==> src/design/orcg_pkg.sv <==
`default_nettype none
package orcg_pkg;

  localparam int MAX_RADIUS = 63;
  localparam int COORD_BITS = 15;

  localparam int COL_W    = 15;
  localparam int ROW_W    = 15;
  localparam int RAD_W    = 6;
  localparam int STRIDE_W = 16;
  localparam int IDX_W    = 31;
  localparam int STEP_W   = 6;
  localparam int CFG_IDX_W  = 2;
  localparam int CFG_DATA_W = 16;

  localparam logic [CFG_IDX_W-1:0] REG_ORIGIN_COL  = 2'd0;
  localparam logic [CFG_IDX_W-1:0] REG_ORIGIN_ROW  = 2'd1;
  localparam logic [CFG_IDX_W-1:0] REG_VIEW_RADIUS = 2'd2;
  localparam logic [CFG_IDX_W-1:0] REG_ROW_STRIDE  = 2'd3;

  typedef struct packed {
    logic [COL_W-1:0]    origin_col;
    logic [ROW_W-1:0]    origin_row;
    logic [RAD_W-1:0]    view_radius;
    logic [STRIDE_W-1:0] row_stride;
  } cfg_t;

  typedef struct packed {
    logic start;
    logic advance;
    logic finish;
  } cmd_t;

  typedef struct packed {
    logic fail;
    logic out_free;
  } status_t;

endpackage
`default_nettype wire

==> src/design/octant_ray_cell_generator.sv <==
`default_nettype none
// walks one bresenham ray per item from the origin toward (origin_col + r, origin_row + radius)
// and emits the linear index of every cell inside the radius, the final one flagged by last;
// an out-of-range or cell-less ray gives a single result with empty_ray set. rays are taken
// one at a time: each ray takes an accept step, one walk step per cell and one closing step;
// an empty ray takes only the accept and the closing step. a stalled output holds the walk.
// the next ray is accepted as soon as the previous one has pushed its last result into the
// output register.
module octant_ray_cell_generator (
  input  wire logic                            clk,
  input  wire logic                            rst,
  input  wire logic                            cfg_write_en,
  input  wire logic [orcg_pkg::CFG_IDX_W-1:0]  cfg_index,
  input  wire logic [orcg_pkg::CFG_DATA_W-1:0] cfg_data,
  input  wire logic                            in_valid,
  output logic                                 in_ready,
  input  wire logic [orcg_pkg::RAD_W-1:0]      ray_number,
  output logic                                 out_valid,
  input  wire logic                            out_ready,
  output logic [orcg_pkg::IDX_W-1:0]           cell_index,
  output logic [orcg_pkg::STEP_W-1:0]          step_number,
  output logic                                 empty_ray,
  output logic                                 last
);
  import orcg_pkg::*;

  cfg_t    cfg;
  cmd_t    cmd;
  status_t status;

  orcg_cfg u_cfg (
    .clk          (clk),
    .rst          (rst),
    .cfg_write_en (cfg_write_en),
    .cfg_index    (cfg_index),
    .cfg_data     (cfg_data),
    .cfg          (cfg)
  );

  orcg_ctrl u_ctrl (
    .clk      (clk),
    .rst      (rst),
    .in_valid (in_valid),
    .in_ready (in_ready),
    .status   (status),
    .cmd      (cmd)
  );

  orcg_datapath u_dp (
    .clk         (clk),
    .rst         (rst),
    .cfg         (cfg),
    .ray_number  (ray_number),
    .cmd         (cmd),
    .status      (status),
    .out_valid   (out_valid),
    .out_ready   (out_ready),
    .cell_index  (cell_index),
    .step_number (step_number),
    .empty_ray   (empty_ray),
    .last        (last)
  );

  a_push_needs_slot: assert property (@(posedge clk) disable iff (rst)
    (cmd.advance || cmd.finish) |-> status.out_free)
    else $error("walk step taken with output slot occupied");

  a_finish_to_idle: assert property (@(posedge clk) disable iff (rst)
    cmd.finish |=> (in_ready && out_valid && last))
    else $error("ray finish did not leave a last result and an idle controller");

  a_idle_no_walk: assert property (@(posedge clk) disable iff (rst)
    in_ready |-> !(cmd.advance || cmd.finish))
    else $error("walk command while idle");

  a_empty_is_last: assert property (@(posedge clk) disable iff (rst)
    (out_valid && empty_ray) |-> last)
    else $error("empty result not flagged last");

endmodule
`default_nettype wire

==> src/design/orcg_cfg.sv <==
`default_nettype none
module orcg_cfg (
  input  wire logic                            clk,
  input  wire logic                            rst,
  input  wire logic                            cfg_write_en,
  input  wire logic [orcg_pkg::CFG_IDX_W-1:0]  cfg_index,
  input  wire logic [orcg_pkg::CFG_DATA_W-1:0] cfg_data,
  output orcg_pkg::cfg_t                       cfg
);
  import orcg_pkg::*;

  always_ff @(posedge clk) begin
    if (rst) begin
      cfg.origin_col  <= '0;
      cfg.origin_row  <= '0;
      cfg.view_radius <= RAD_W'(8);
      cfg.row_stride  <= STRIDE_W'(1);
    end else if (cfg_write_en) begin
      unique case (cfg_index)
        REG_ORIGIN_COL:  cfg.origin_col  <= cfg_data[COL_W-1:0];
        REG_ORIGIN_ROW:  cfg.origin_row  <= cfg_data[ROW_W-1:0];
        REG_VIEW_RADIUS: cfg.view_radius <= cfg_data[RAD_W-1:0];
        REG_ROW_STRIDE:  cfg.row_stride  <= cfg_data[STRIDE_W-1:0];
      endcase
    end
  end

endmodule
`default_nettype wire

==> src/design/orcg_ctrl.sv <==
`default_nettype none
module orcg_ctrl (
  input  wire logic         clk,
  input  wire logic         rst,
  input  wire logic         in_valid,
  output logic              in_ready,
  input  wire orcg_pkg::status_t status,
  output orcg_pkg::cmd_t    cmd
);
  import orcg_pkg::*;

  localparam logic ST_IDLE = 1'b0;
  localparam logic ST_WALK = 1'b1;

  logic state;
  logic state_next;

  always_comb begin
    state_next = state;
    cmd = '0;
    unique case (state)
      ST_IDLE: begin
        if (in_valid) begin
          cmd.start  = 1'b1;
          state_next = ST_WALK;
        end
      end
      ST_WALK: begin
        // every walk cycle may push a result, so wait for a free output slot
        if (status.out_free) begin
          if (status.fail) begin
            cmd.finish = 1'b1;
            state_next = ST_IDLE;
          end else begin
            cmd.advance = 1'b1;
          end
        end
      end
    endcase
  end

  assign in_ready = (state == ST_IDLE);

  always_ff @(posedge clk) begin
    if (rst) begin
      state <= ST_IDLE;
    end else begin
      state <= state_next;
    end
  end

endmodule
`default_nettype wire

==> src/design/orcg_datapath.sv <==
`default_nettype none
module orcg_datapath (
  input  wire logic                         clk,
  input  wire logic                         rst,
  input  wire orcg_pkg::cfg_t               cfg,
  input  wire logic [orcg_pkg::RAD_W-1:0]   ray_number,
  input  wire orcg_pkg::cmd_t               cmd,
  output orcg_pkg::status_t                 status,
  output logic                              out_valid,
  input  wire logic                         out_ready,
  output logic [orcg_pkg::IDX_W-1:0]        cell_index,
  output logic [orcg_pkg::STEP_W-1:0]       step_number,
  output logic                              empty_ray,
  output logic                              last
);
  import orcg_pkg::*;

  localparam logic [ROW_W-1:0] COORD_MASK = ROW_W'((1 << COORD_BITS) - 1);

  logic [RAD_W-1:0]      ray;
  logic [RAD_W-1:0]      rad;
  logic [2*RAD_W-1:0]    rad_sq;
  logic                  bad;
  logic [RAD_W:0]        row;
  logic [RAD_W-1:0]      col;
  logic [RAD_W:0]        rem;
  logic [IDX_W-1:0]      row_acc;
  logic [COL_W:0]        col_acc;
  logic [STEP_W-1:0]     count;
  logic                  h_valid;
  logic [IDX_W-1:0]      h_idx;
  logic [STEP_W-1:0]     h_step;

  logic [RAD_W-1:0]      rad_eff;
  logic [RAD_W:0]        row_n;
  logic [RAD_W:0]        rem_t;
  logic [RAD_W:0]        rem_n;
  logic                  step_col;
  logic                  col_inc;
  logic [RAD_W-1:0]      col_n;
  logic [2*RAD_W+1:0]    row_sq;
  logic [2*RAD_W-1:0]    col_sq;
  logic [2*RAD_W+1:0]    sq_sum;
  logic [IDX_W-1:0]      row_acc_n;
  logic [COL_W:0]        col_acc_n;
  logic [IDX_W-1:0]      idx;
  logic                  push;

  assign rad_eff = (cfg.view_radius > RAD_W'(MAX_RADIUS)) ? RAD_W'(MAX_RADIUS)
                                                          : cfg.view_radius;

  // one bresenham step from the registered position
  assign row_n    = row + (RAD_W+1)'(1);
  assign rem_t    = rem + {1'b0, ray};
  assign step_col = (rem_t >= {1'b0, rad});
  assign rem_n    = step_col ? (rem_t - {1'b0, rad}) : rem_t;
  assign col_inc  = step_col && (ray != '0);
  assign col_n    = col + RAD_W'(col_inc);

  assign row_sq = (2*RAD_W+2)'(row_n) * (2*RAD_W+2)'(row_n);
  assign col_sq = (2*RAD_W)'(col_n) * (2*RAD_W)'(col_n);
  assign sq_sum = row_sq + (2*RAD_W+2)'(col_sq);

  // row base tracks (origin_row + row) * stride, column base origin_col + col
  assign row_acc_n = row_acc + IDX_W'(cfg.row_stride);
  assign col_acc_n = col_acc + (COL_W+1)'(col_inc);
  assign idx       = row_acc_n + IDX_W'(col_acc_n);

  assign status.fail     = bad || (sq_sum > (2*RAD_W+2)'(rad_sq));
  assign status.out_free = !out_valid || out_ready;

  assign push = (cmd.advance && h_valid) || cmd.finish;

  always_ff @(posedge clk) begin
    if (cmd.start) begin
      ray     <= ray_number;
      rad     <= rad_eff;
      rad_sq  <= (2*RAD_W)'(rad_eff) * (2*RAD_W)'(rad_eff);
      bad     <= (rad_eff == '0) || (ray_number > rad_eff);
      row     <= '0;
      col     <= '0;
      rem     <= (RAD_W+1)'(rad_eff >> 1);
      row_acc <= IDX_W'(cfg.origin_row & COORD_MASK) * IDX_W'(cfg.row_stride);
      col_acc <= (COL_W+1)'(cfg.origin_col & COORD_MASK);
      count   <= '0;
    end else if (cmd.advance) begin
      row     <= row_n;
      col     <= col_n;
      rem     <= rem_n;
      row_acc <= row_acc_n;
      col_acc <= col_acc_n;
      count   <= count + STEP_W'(1);
      h_idx   <= idx;
      h_step  <= count;
    end
  end

  always_ff @(posedge clk) begin
    if (rst) begin
      h_valid <= 1'b0;
    end else if (cmd.start || cmd.finish) begin
      h_valid <= 1'b0;
    end else if (cmd.advance) begin
      h_valid <= 1'b1;
    end
  end

  // held cell goes out once the next cell shows whether it was the last
  always_ff @(posedge clk) begin
    if (push) begin
      if (cmd.finish && !h_valid) begin
        cell_index  <= '0;
        step_number <= '0;
        empty_ray   <= 1'b1;
      end else begin
        cell_index  <= h_idx;
        step_number <= h_step;
        empty_ray   <= 1'b0;
      end
      last <= cmd.finish;
    end
  end

  always_ff @(posedge clk) begin
    if (rst) begin
      out_valid <= 1'b0;
    end else if (push) begin
      out_valid <= 1'b1;
    end else if (out_ready) begin
      out_valid <= 1'b0;
    end
  end

endmodule
`default_nettype wire
==> config.mk <==
export PLATFORM = sky130hd
export DESIGN_NAME = octant_ray_cell_generator
export DESIGN_NICKNAME = d
export VERILOG_FILES = /design/src/design/orcg_pkg.sv /design/src/design/octant_ray_cell_generator.sv /design/src/design/orcg_cfg.sv /design/src/design/orcg_ctrl.sv /design/src/design/orcg_datapath.sv
export SDC_FILE = /design/constraint.sdc
export NUM_CORES = 1
export LEC_CHECK = 0
export ABC_AREA = 1
export BUFFER_PORTS_ARGS = -buffer_cell sky130_fd_sc_hd__buf_2
export CORE_UTILIZATION = 65
export CTS_CLUSTER_DIAMETER = 60
export DETAILED_ROUTE_END_ITERATION = 8
export GPL_TIMING_DRIVEN = 0
export PLACE_DENSITY = 0.83
export SLEW_MARGIN = 10
export SYNTH_ARGS = -nofsm -noshare
export SYNTH_HDL_FRONTEND = slang
export SYNTH_HIERARCHICAL = 1
export SYNTH_SLANG_ARGS = --single-unit
==> constraint.sdc <==
create_clock -name clk -period 14.25 [get_ports clk]
set_input_delay 2.85 -clock clk [delete_from_list [all_inputs] [get_ports clk]]
set_output_delay 2.85 -clock clk [all_outputs]
set_load 0.05 [all_outputs]
# ---- Word level (Yosys, flattened, before mapping)
# Cells that the tools add are included.
dict set report classes {
  n_reduce_logical 21
  n_eq_ne 3
  add_sub_neg 9
  n_shift 0
  div_mod_pow 0
  mux 19
  mul 4
  order_cmp 4
  bitwise 2
}
# op n
set op_table {}
lappend op_table {{$add 31x16->31} 2}
lappend op_table {{$mux 31} 2}
lappend op_table {{$mul 15x16->31} 1}
lappend op_table {{$mux 15} 2}
lappend op_table {{$mul 6x6->12} 2}
lappend op_table {{$add 16x1->16} 1}
lappend op_table {{$add 14x12->14} 1}
lappend op_table {{$gt 14x12->1} 1}
lappend op_table {{$mul 7x7->14} 1}
lappend op_table {{$mux 5} 2}
lappend op_table {{$reduce_and 2->1} 5}
lappend op_table {{$mux 1} 8}
lappend op_table {{$add 7x1->7 const B} 1}
lappend op_table {{$add 7x6->7} 1}
lappend op_table {{$ge 7x6->1} 1}
lappend op_table {{$mux 7} 1}
lappend op_table {{$sub 7x6->7} 1}
lappend op_table {{$add 6x1->6} 1}
lappend op_table {{$add 6x1->6 const B} 1}
lappend op_table {{$gt 6x6->1} 1}
lappend op_table {{$gt 6x6->1 const B} 1}
lappend op_table {{$logic_not 6->1} 1}
lappend op_table {{$mux 6} 1}
lappend op_table {{$reduce_bool 6->1} 1}
lappend op_table {{other kinds (11)} 22}
dict set report totals {
  register_bits 229
  latchBits 0
  ramBits 0
  in_bits 29
  wordCells 87
  rom_bits 0
  n_memories 0
}

# ---- Longest topological paths before layout
# Gate-level depths: netlist (run 1).
dict set report depth {
  word_depth 14
  ltp_mapped 52
  depth_no_buf 51
}

# ---- Cells and area by module
# Netlist (run 1), hierarchy kept.
# mod n_inst seq_area_each_um2 area_each_um2 cells_per_inst
set by_module_without_submodules {}
lappend by_module_without_submodules {orcg_datapath 1 4984.8 21262.9 2639}
lappend by_module_without_submodules {orcg_cfg 1 1041.0 2170.8 335}
lappend by_module_without_submodules {orcg_ctrl 1 20.0 61.3 11}

# ---- Least setup slack after synthesis (run 1)
# OpenSTA, ideal clock, no wires.
dict set report synth_path {
  kind {flip-flop to flip-flop}
  from {reg u_dp.ray[2]}
  to {reg u_dp.col[3]}
  t_arrival_ns 10.819
  path_slack_ns 3.321
  synth_period_minus_slack_ns 10.929
  path_stages_with_launch 50
  t_required_ns 14.140
  path_buffers 2
  cell_sequence {edfxtp_1 ha_1 a21oi_1 nand2_1 a21o_1 a21oi_1 xor2_1 inv_1 ha_1 inv_1 nor3_1 a31o_2 a21oi_1 nand2_1 inv_1 a21oi_1 ha_1 nand3_1 [14 not listed] o31ai_1 nand2_1 nand2_1 a21oi_1 xnor2_1 ha_1 nand2_1 nor3_1 a211o_1 a21oi_1 nand3b_1 nor2_1 clkbuf_1 inv_1 nor2_1 inv_1 clkbuf_1 o22ai_1}
}
# element line
set synth_lines {}
lappend synth_lines {{start, declared} orcg_datapath.sv:20} ;# logic [RAD_W-1:0] ray;
lappend synth_lines {{start signal, assigned} orcg_datapath.sv:76} ;# ray <= ray_number;
lappend synth_lines {{end signal, assigned} orcg_datapath.sv:88} ;# col <= col_n;
lappend synth_lines {{end, declared} orcg_datapath.sv:25} ;# logic [RAD_W-1:0] col;

==> results_dict.tcl, run 1 <==
set metrics [dict create \
    yosysSeqAreaShare 0.257 \
    crit_required_ps 14430 \
    tightestPinTransition_ps 916 \
    grt_pass1_vias 19077 \
    synth_compound_area_frac 0.0593 \
    crit_slowest_cell "fa_1" \
    dieArea_um2 36900 \
    start_util 0.661 \
    crit_type "flop to flop" \
    worst_setup_path_end_kind "flop" \
    cp_max_fo 59 \
    cts.clk_slew.worst_paths_ps 60 \
    grt_overflow_total 0 \
    p_leak_uw 0.0136 \
    synth_fa_ha_area_frac 0.309 \
    cp_slowest_stage_delay_ps 680 \
    min-delay-path-class "flop to flop" \
    ys_seq_elements 227 \
    hold_viol_final 0 \
    syn_area_um2 23500 \
    drt_iter0_markers 1612 \
    drt_first_pass_iters 7 \
    synth_most_common_cell "nand2_1" \
    synthTopCellsByCount "729 x nand2_1, 653 x inv_1, 256 x nor2_1, 233 x fa_1, 207 x ha_1" \
    cap_violations 0 \
    synthFlopType "edfxtp_1" \
    ys_types 53 \
    period_share 0.807 \
    avgSynthCellArea_um2 7.87 \
    ys_top_cells_by_area "fa_1 20%, edfxtp_1 19%, nand2_1 12%" \
    outcome "completed" \
    crit_top_cell "inv_1" \
    syn_to_final_growth_pct 8.07 \
    syn_nets 3454 \
    wl_um 59900 \
    slew_headroom 0.389 \
    vias 19679 \
    synthXorXnorAreaFrac 0.0365 \
    post_drt_wl_per_cell_um 16.8 \
    boundaryPins 70 \
    ys_warn_count 6 \
    antenna_found_initial 0 \
    post_cts_buffers 0 \
    cts_buffers 28 \
    fin_setup_tns_ps 0 \
    power_density_nw_per_um2 103 \
    die_w_um 192 \
    clock-root-buffer "clkbuf_16" \
    clock_latency_ps 580 \
    cts_resized 0 \
    rsz0062_at_grt "false" \
    port_buffers 68 \
    ant_nets 0 \
    synthArstFlopShare 0 \
    cts_buffer_depth 3 \
    core_um2 35600 \
    viasPerCell 5.52 \
    grt_max_degree 60 \
    power_uw 2600 \
    antennaDiodeCount 0 \
    place_congestion 0.959 \
    pre_cts_ws_ps 3080 \
    rows 69 \
    synth_top_family_by_area "adder cells" \
    drive_gt1_frac 0.0676 \
    cts_tree "built" \
    die_h_um 192 \
    post-route-drc-count 0 \
    postCtsHoldBufs 0 \
    synth_edf_count 150 \
    drv_slew 0 \
    synth-simple-area-share 0.216 \
    htree_num_levels 1 \
    startpoint_type "flop" \
    post-route-min-period_ps 11500 \
    synth_top_area_cell "fa_1" \
    finalSetupViolCount 0 \
    fmax_mhz 86.9 \
    irDropWorstVdd_mv 0.0999 \
    grtUsageTotal 0.331 \
    place_hpwl_um 48900 \
    layout_setup_ws_ps 2750 \
    crit_arrival_ps 11680 \
    finalNetCount 3553 \
    syn_inst 2985 \
    grt_pass1_wl_um 95200 \
    fin_skew_ps 27.2 \
    clock-sinks 227 \
    synthMuxAreaShare 0 \
    synth_top_cell_area_share 0.199 \
]
final timing paths:
path,startpoint,endpoint,slack [ps],cells after the start
worst max-delay path,u_dp/ray[2],u_dp/row_acc[6],2750,48
worst min-delay path,u_dp/count[4],u_dp/h_step[4],440,0
worst min register to register,u_dp/count[4],u_dp/h_step[4],440,0
worst max register to register,u_dp/ray[2],u_dp/row_acc[6],2750,48
report_power, final:
part / internal (µW) / switching [µW]
logic: 349 / 669
registers: 825 / 46.9
clock network: 426 / 287
total: 1600 / 1000
kinds of logic after synthesis:
kind of cell	count (synthesis)
xor gates and xnor gates	98
adders and majority gates	440
AOI/OAI and AO/OA	251
DFF	227
and+or+nand+nor	1208
other	1
buffers and inverters	760
stage by stage:
step | hold WS, ps | util | instances | cell area [µm²]
finish | 436 | 0.714 | 3567 | 25400
detailed placement | 424 | 0.688 | 3515 | 24500
global placement | 416 | 0.686 | 3514 | 24400
floorplan | 408 | - | 2985 | 23500
CTS | 439 | 0.714 | 3567 | 25400
global route | 445 | 0.714 | 3567 | 25400
area by class of cell:
class | count | area, µm²
Multi-Input combinational cell | 1998 | 14600
Tap cell | 461 | 577
Fill cell | 2832 | 10200
Timing Repair Buffer | 69 | 360
Sequential cell | 227 | 6050
Inverter | 663 | 2490
Clock buffer | 38 | 741
Buffer | 97 | 383
Clock inverter | 14 | 193
cell usage in the layout (no fill, tap or decap), types with 4 or more instances in the layout:
cell type | synthesis | layout
a21o_1 | 8 | 8
a21oi_1 | 102 | 102
a21oi_2 | 4 | 4
a31oi_1 | 9 | 9
buf_2 | 15 | 83
clkbuf_1 | 81 | 89
clkbuf_16 | 0 | 28
clkinvlp_4 | 0 | 4
dfxtp_1 | 77 | 77
edfxtp_1 | 150 | 150
fa_1 | 233 | 233
ha_1 | 207 | 207
inv_1 | 653 | 653
inv_2 | 7 | 7
nand2_1 | 729 | 727
nand2_2 | 24 | 25
nand2_4 | 5 | 6
nand3_1 | 108 | 108
nand3_2 | 5 | 5
nand3b_1 | 7 | 7
nand4_1 | 20 | 20
nor2_1 | 256 | 254
nor2_2 | 12 | 12
nor2_4 | 7 | 9
nor3_1 | 13 | 13
nor4_1 | 6 | 6
o21ai_0 | 85 | 85
o21ai_1 | 4 | 4
o21bai_1 | 9 | 9
o22ai_1 | 12 | 12
or2_2 | 5 | 5
xnor2_1 | 33 | 33
xor2_1 | 65 | 65
registers in the layout (all words and copies together) (netlist names), 6 cells and up:
signal,count
u_cfg/cfg,52
u_dp/cell_index,31
u_dp/col,6
u_dp/col_acc,16
u_dp/count,6
u_dp/h_idx,31
u_dp/h_step,6
u_dp/rad,6
u_dp/rad_sq,10
u_dp/ray,6
u_dp/rem,7
u_dp/row,7
u_dp/row_acc,31
u_dp/step_number,6
critical path, delay by kind of cell, from the launching register on:
family                   cells  cell delay, ps
AO/OA/AOI/OAI               11            2030
buffers and inverters       10            1130
adder cells (fa/ha/maj)     10            4350
XOR/XNOR                     2             320
flip-flops                   1             410
AND/OR/NAND/NOR             15            2830
per-layer routing:
metal  GRT usage  vias up  part of all wire
met5           0        -                 0
met4      0.0975        0             0.027
met3      0.0532      124             0.090
met2       0.548      873              0.47
met1       0.448     9357              0.41
li1            -     9325                 -
(Power assumes the default switching activity.)
==> run 2, diff against run 1 <==
==> constraint.sdc (replaced) <==
create_clock -name clk -period 10.8 [get_ports clk]
set_input_delay 2.16 -clock clk [delete_from_list [all_inputs] [get_ports clk]]
set_output_delay 2.16 -clock clk [all_outputs]
set_load 0.05 [all_outputs]
==> results_dict.tcl, run 2 (synthesis gave the netlist of run 1 again) <==
set metrics [dict create \
    cp_slowest_stage_delay_ps 550 \
    rows 69 \
    grtUsageTotal 0.332 \
    r2r_cells 50 \
    grt_use_met2 0.549 \
    grt_pass1_vias 19258 \
    antenna_found_initial 0 \
    post-route-drc-count 0 \
    use_met3 0.0634 \
    startpoint_type "flop" \
    dieArea_um2 36900 \
    switching_share 0.387 \
    ant_nets 0 \
    regMostFlops "u_cfg/cfg" \
    core_um2 35600 \
    hold_viol_final 0 \
    cts_buffers 28 \
    clock_latency_ps 570 \
    cts.clk_slew.worst_paths_ps 60 \
    vias 19628 \
    drv_slew 0 \
    met1_usage 0.435 \
    pre_cts_ws_ps 9.67 \
    min-delay-path-class "flop to flop" \
    htree_num_levels 1 \
    crit_type "flop to flop" \
    boundaryPins 70 \
    viasPerCell 5.49 \
    power_uw 3510 \
    nFillCells 2780 \
    crit_slowest_cell "fa_1" \
    clock-sinks 227 \
    fmax_mhz 95.6 \
    crit_arrival_ps 10730 \
    largest_reg_flops 52 \
    p_leak_uw 0.0137 \
    switching_power_uw 1360 \
    syn_to_final_growth_pct 8.84 \
    p_clk_frac 0.275 \
    place_hpwl_um 48700 \
    post_drt_wl_per_cell_um 16.8 \
    period_share 0.969 \
    mostFrequentLayoutCells "726 x nand2_1, 651 x inv_1, 254 x nor2_1" \
    power_density_nw_per_um2 137 \
    place_congestion 0.968 \
    cts_buffer_depth 3 \
    antennaDiodeCount 0 \
    multi_input_area_um2 14700 \
    fin_skew_ps 17.9 \
    cts_tree "built" \
    finalSetupViolCount 0 \
    tightestPinTransition_ps 901 \
    drt_iter0_markers 1588 \
    start_util 0.661 \
    p_int_uw 2150 \
    irDropWorstVdd_mv 0.154 \
    mostFrequentLayoutCell "nand2_1" \
    crit_required_ps 11070 \
    p_seq_frac 0.328 \
    crit_top_cell "inv_1" \
    port_buffers 68 \
    slew_headroom 0.398 \
    grt_pass1_wl_um 95400 \
    regToRegSetupSlack_ps 340 \
    cp_max_fo 32 \
    wl_um 60000 \
    min_path_cells 0 \
    regArea_um2 6050 \
    dp.cells 3515 \
    clock-root-buffer "clkbuf_16" \
    outcome "completed" \
    grt_max_degree 60 \
    drt_first_pass_iters 8 \
    die_h_um 192 \
    post-route-min-period_ps 10460 \
    top_usage_layer "met2" \
    cap_violations 0 \
    p_comb_frac 0.396 \
    drive_gt1_frac 0.0762 \
    postCtsHoldBufs 0 \
    instances_no_fill 3572 \
    worst_setup_path_end_kind "flop" \
    die_w_um 192 \
    finalNetCount 3559 \
    grt_overflow_total 0 \
    layout_setup_ws_ps 336 \
]
## run 2: metal layers
layer / vias to the layer above / share of wire
met5: - / 0
met4: 0 / 0.034
met3: 147 / 0.088
met2: 852 / 0.47
met1: 9297 / 0.41
li1: 9332 / -
## run 2: what timing repair did
item                       in CTS  in global routing
resized for setup               1                 24
setup buffers                   0                  6
pin swaps                       0                  6
setup endpoints to repair       7                188
## run 2: layout make-up
type | instances | area share
Inverter | 663 | 0.0975
Clock inverter | 21 | 0.0101
Sequential cell | 227 | 0.236
Tap cell | 461 | 0.0226
Multi-Input combinational cell | 1998 | 0.574
Timing Repair Buffer | 75 | 0.0159
Buffer | 97 | 0.0158
Clock buffer | 30 | 0.0277
## run 2: worst paths after layout
check                                   start              to
worst min register to register  u_dp/count[5]  u_dp/h_step[5]
worst max-delay path              u_dp/ray[2]  u_dp/h_idx[21]
worst max register to register    u_dp/ray[2]  u_dp/h_idx[21]
worst min-delay path            u_dp/count[5]  u_dp/h_step[5]
## run 2: worst max-delay path, delay by kind of cell (launching register included)
kind / cells / cell delay [ps]
flip-flops: 1 / 460
XOR/XNOR: 2 / 350
AND/OR/NAND/NOR: 15 / 2180
AO/OA/AOI/OAI: 11 / 1750
adder cells (fa/ha/maj): 10 / 4020
buffers and inverters: 12 / 1390
## run 2: power groups by stage
stage | combinational (µW) | sequential (µW) | clock [µW]
final | 1390 | 1150 | 966
after global routing | 1530 | 1160 | 1010
after CTS | 1330 | 1150 | 979
after detailed placement | 1310 | 1170 | 0
after global placement | 1270 | 1160 | 0
after floorplan | 944 | 1180 | 0
## run 2: stage by stage
step | hold WS, ps | TNS [ps] | utilization | cell area, µm²
2_1_floorplan | 408 | 0 | - | 23500
3_3_place_gp | 415 | -129130 | 0.687 | 24400
3_5_place_dp | 421 | 0 | 0.688 | 24500
4_1_cts | 435 | 0 | 0.715 | 25400
5_1_grt | 455 | -22730 | 0.719 | 25600
6_report | 437 | 0 | 0.719 | 25600
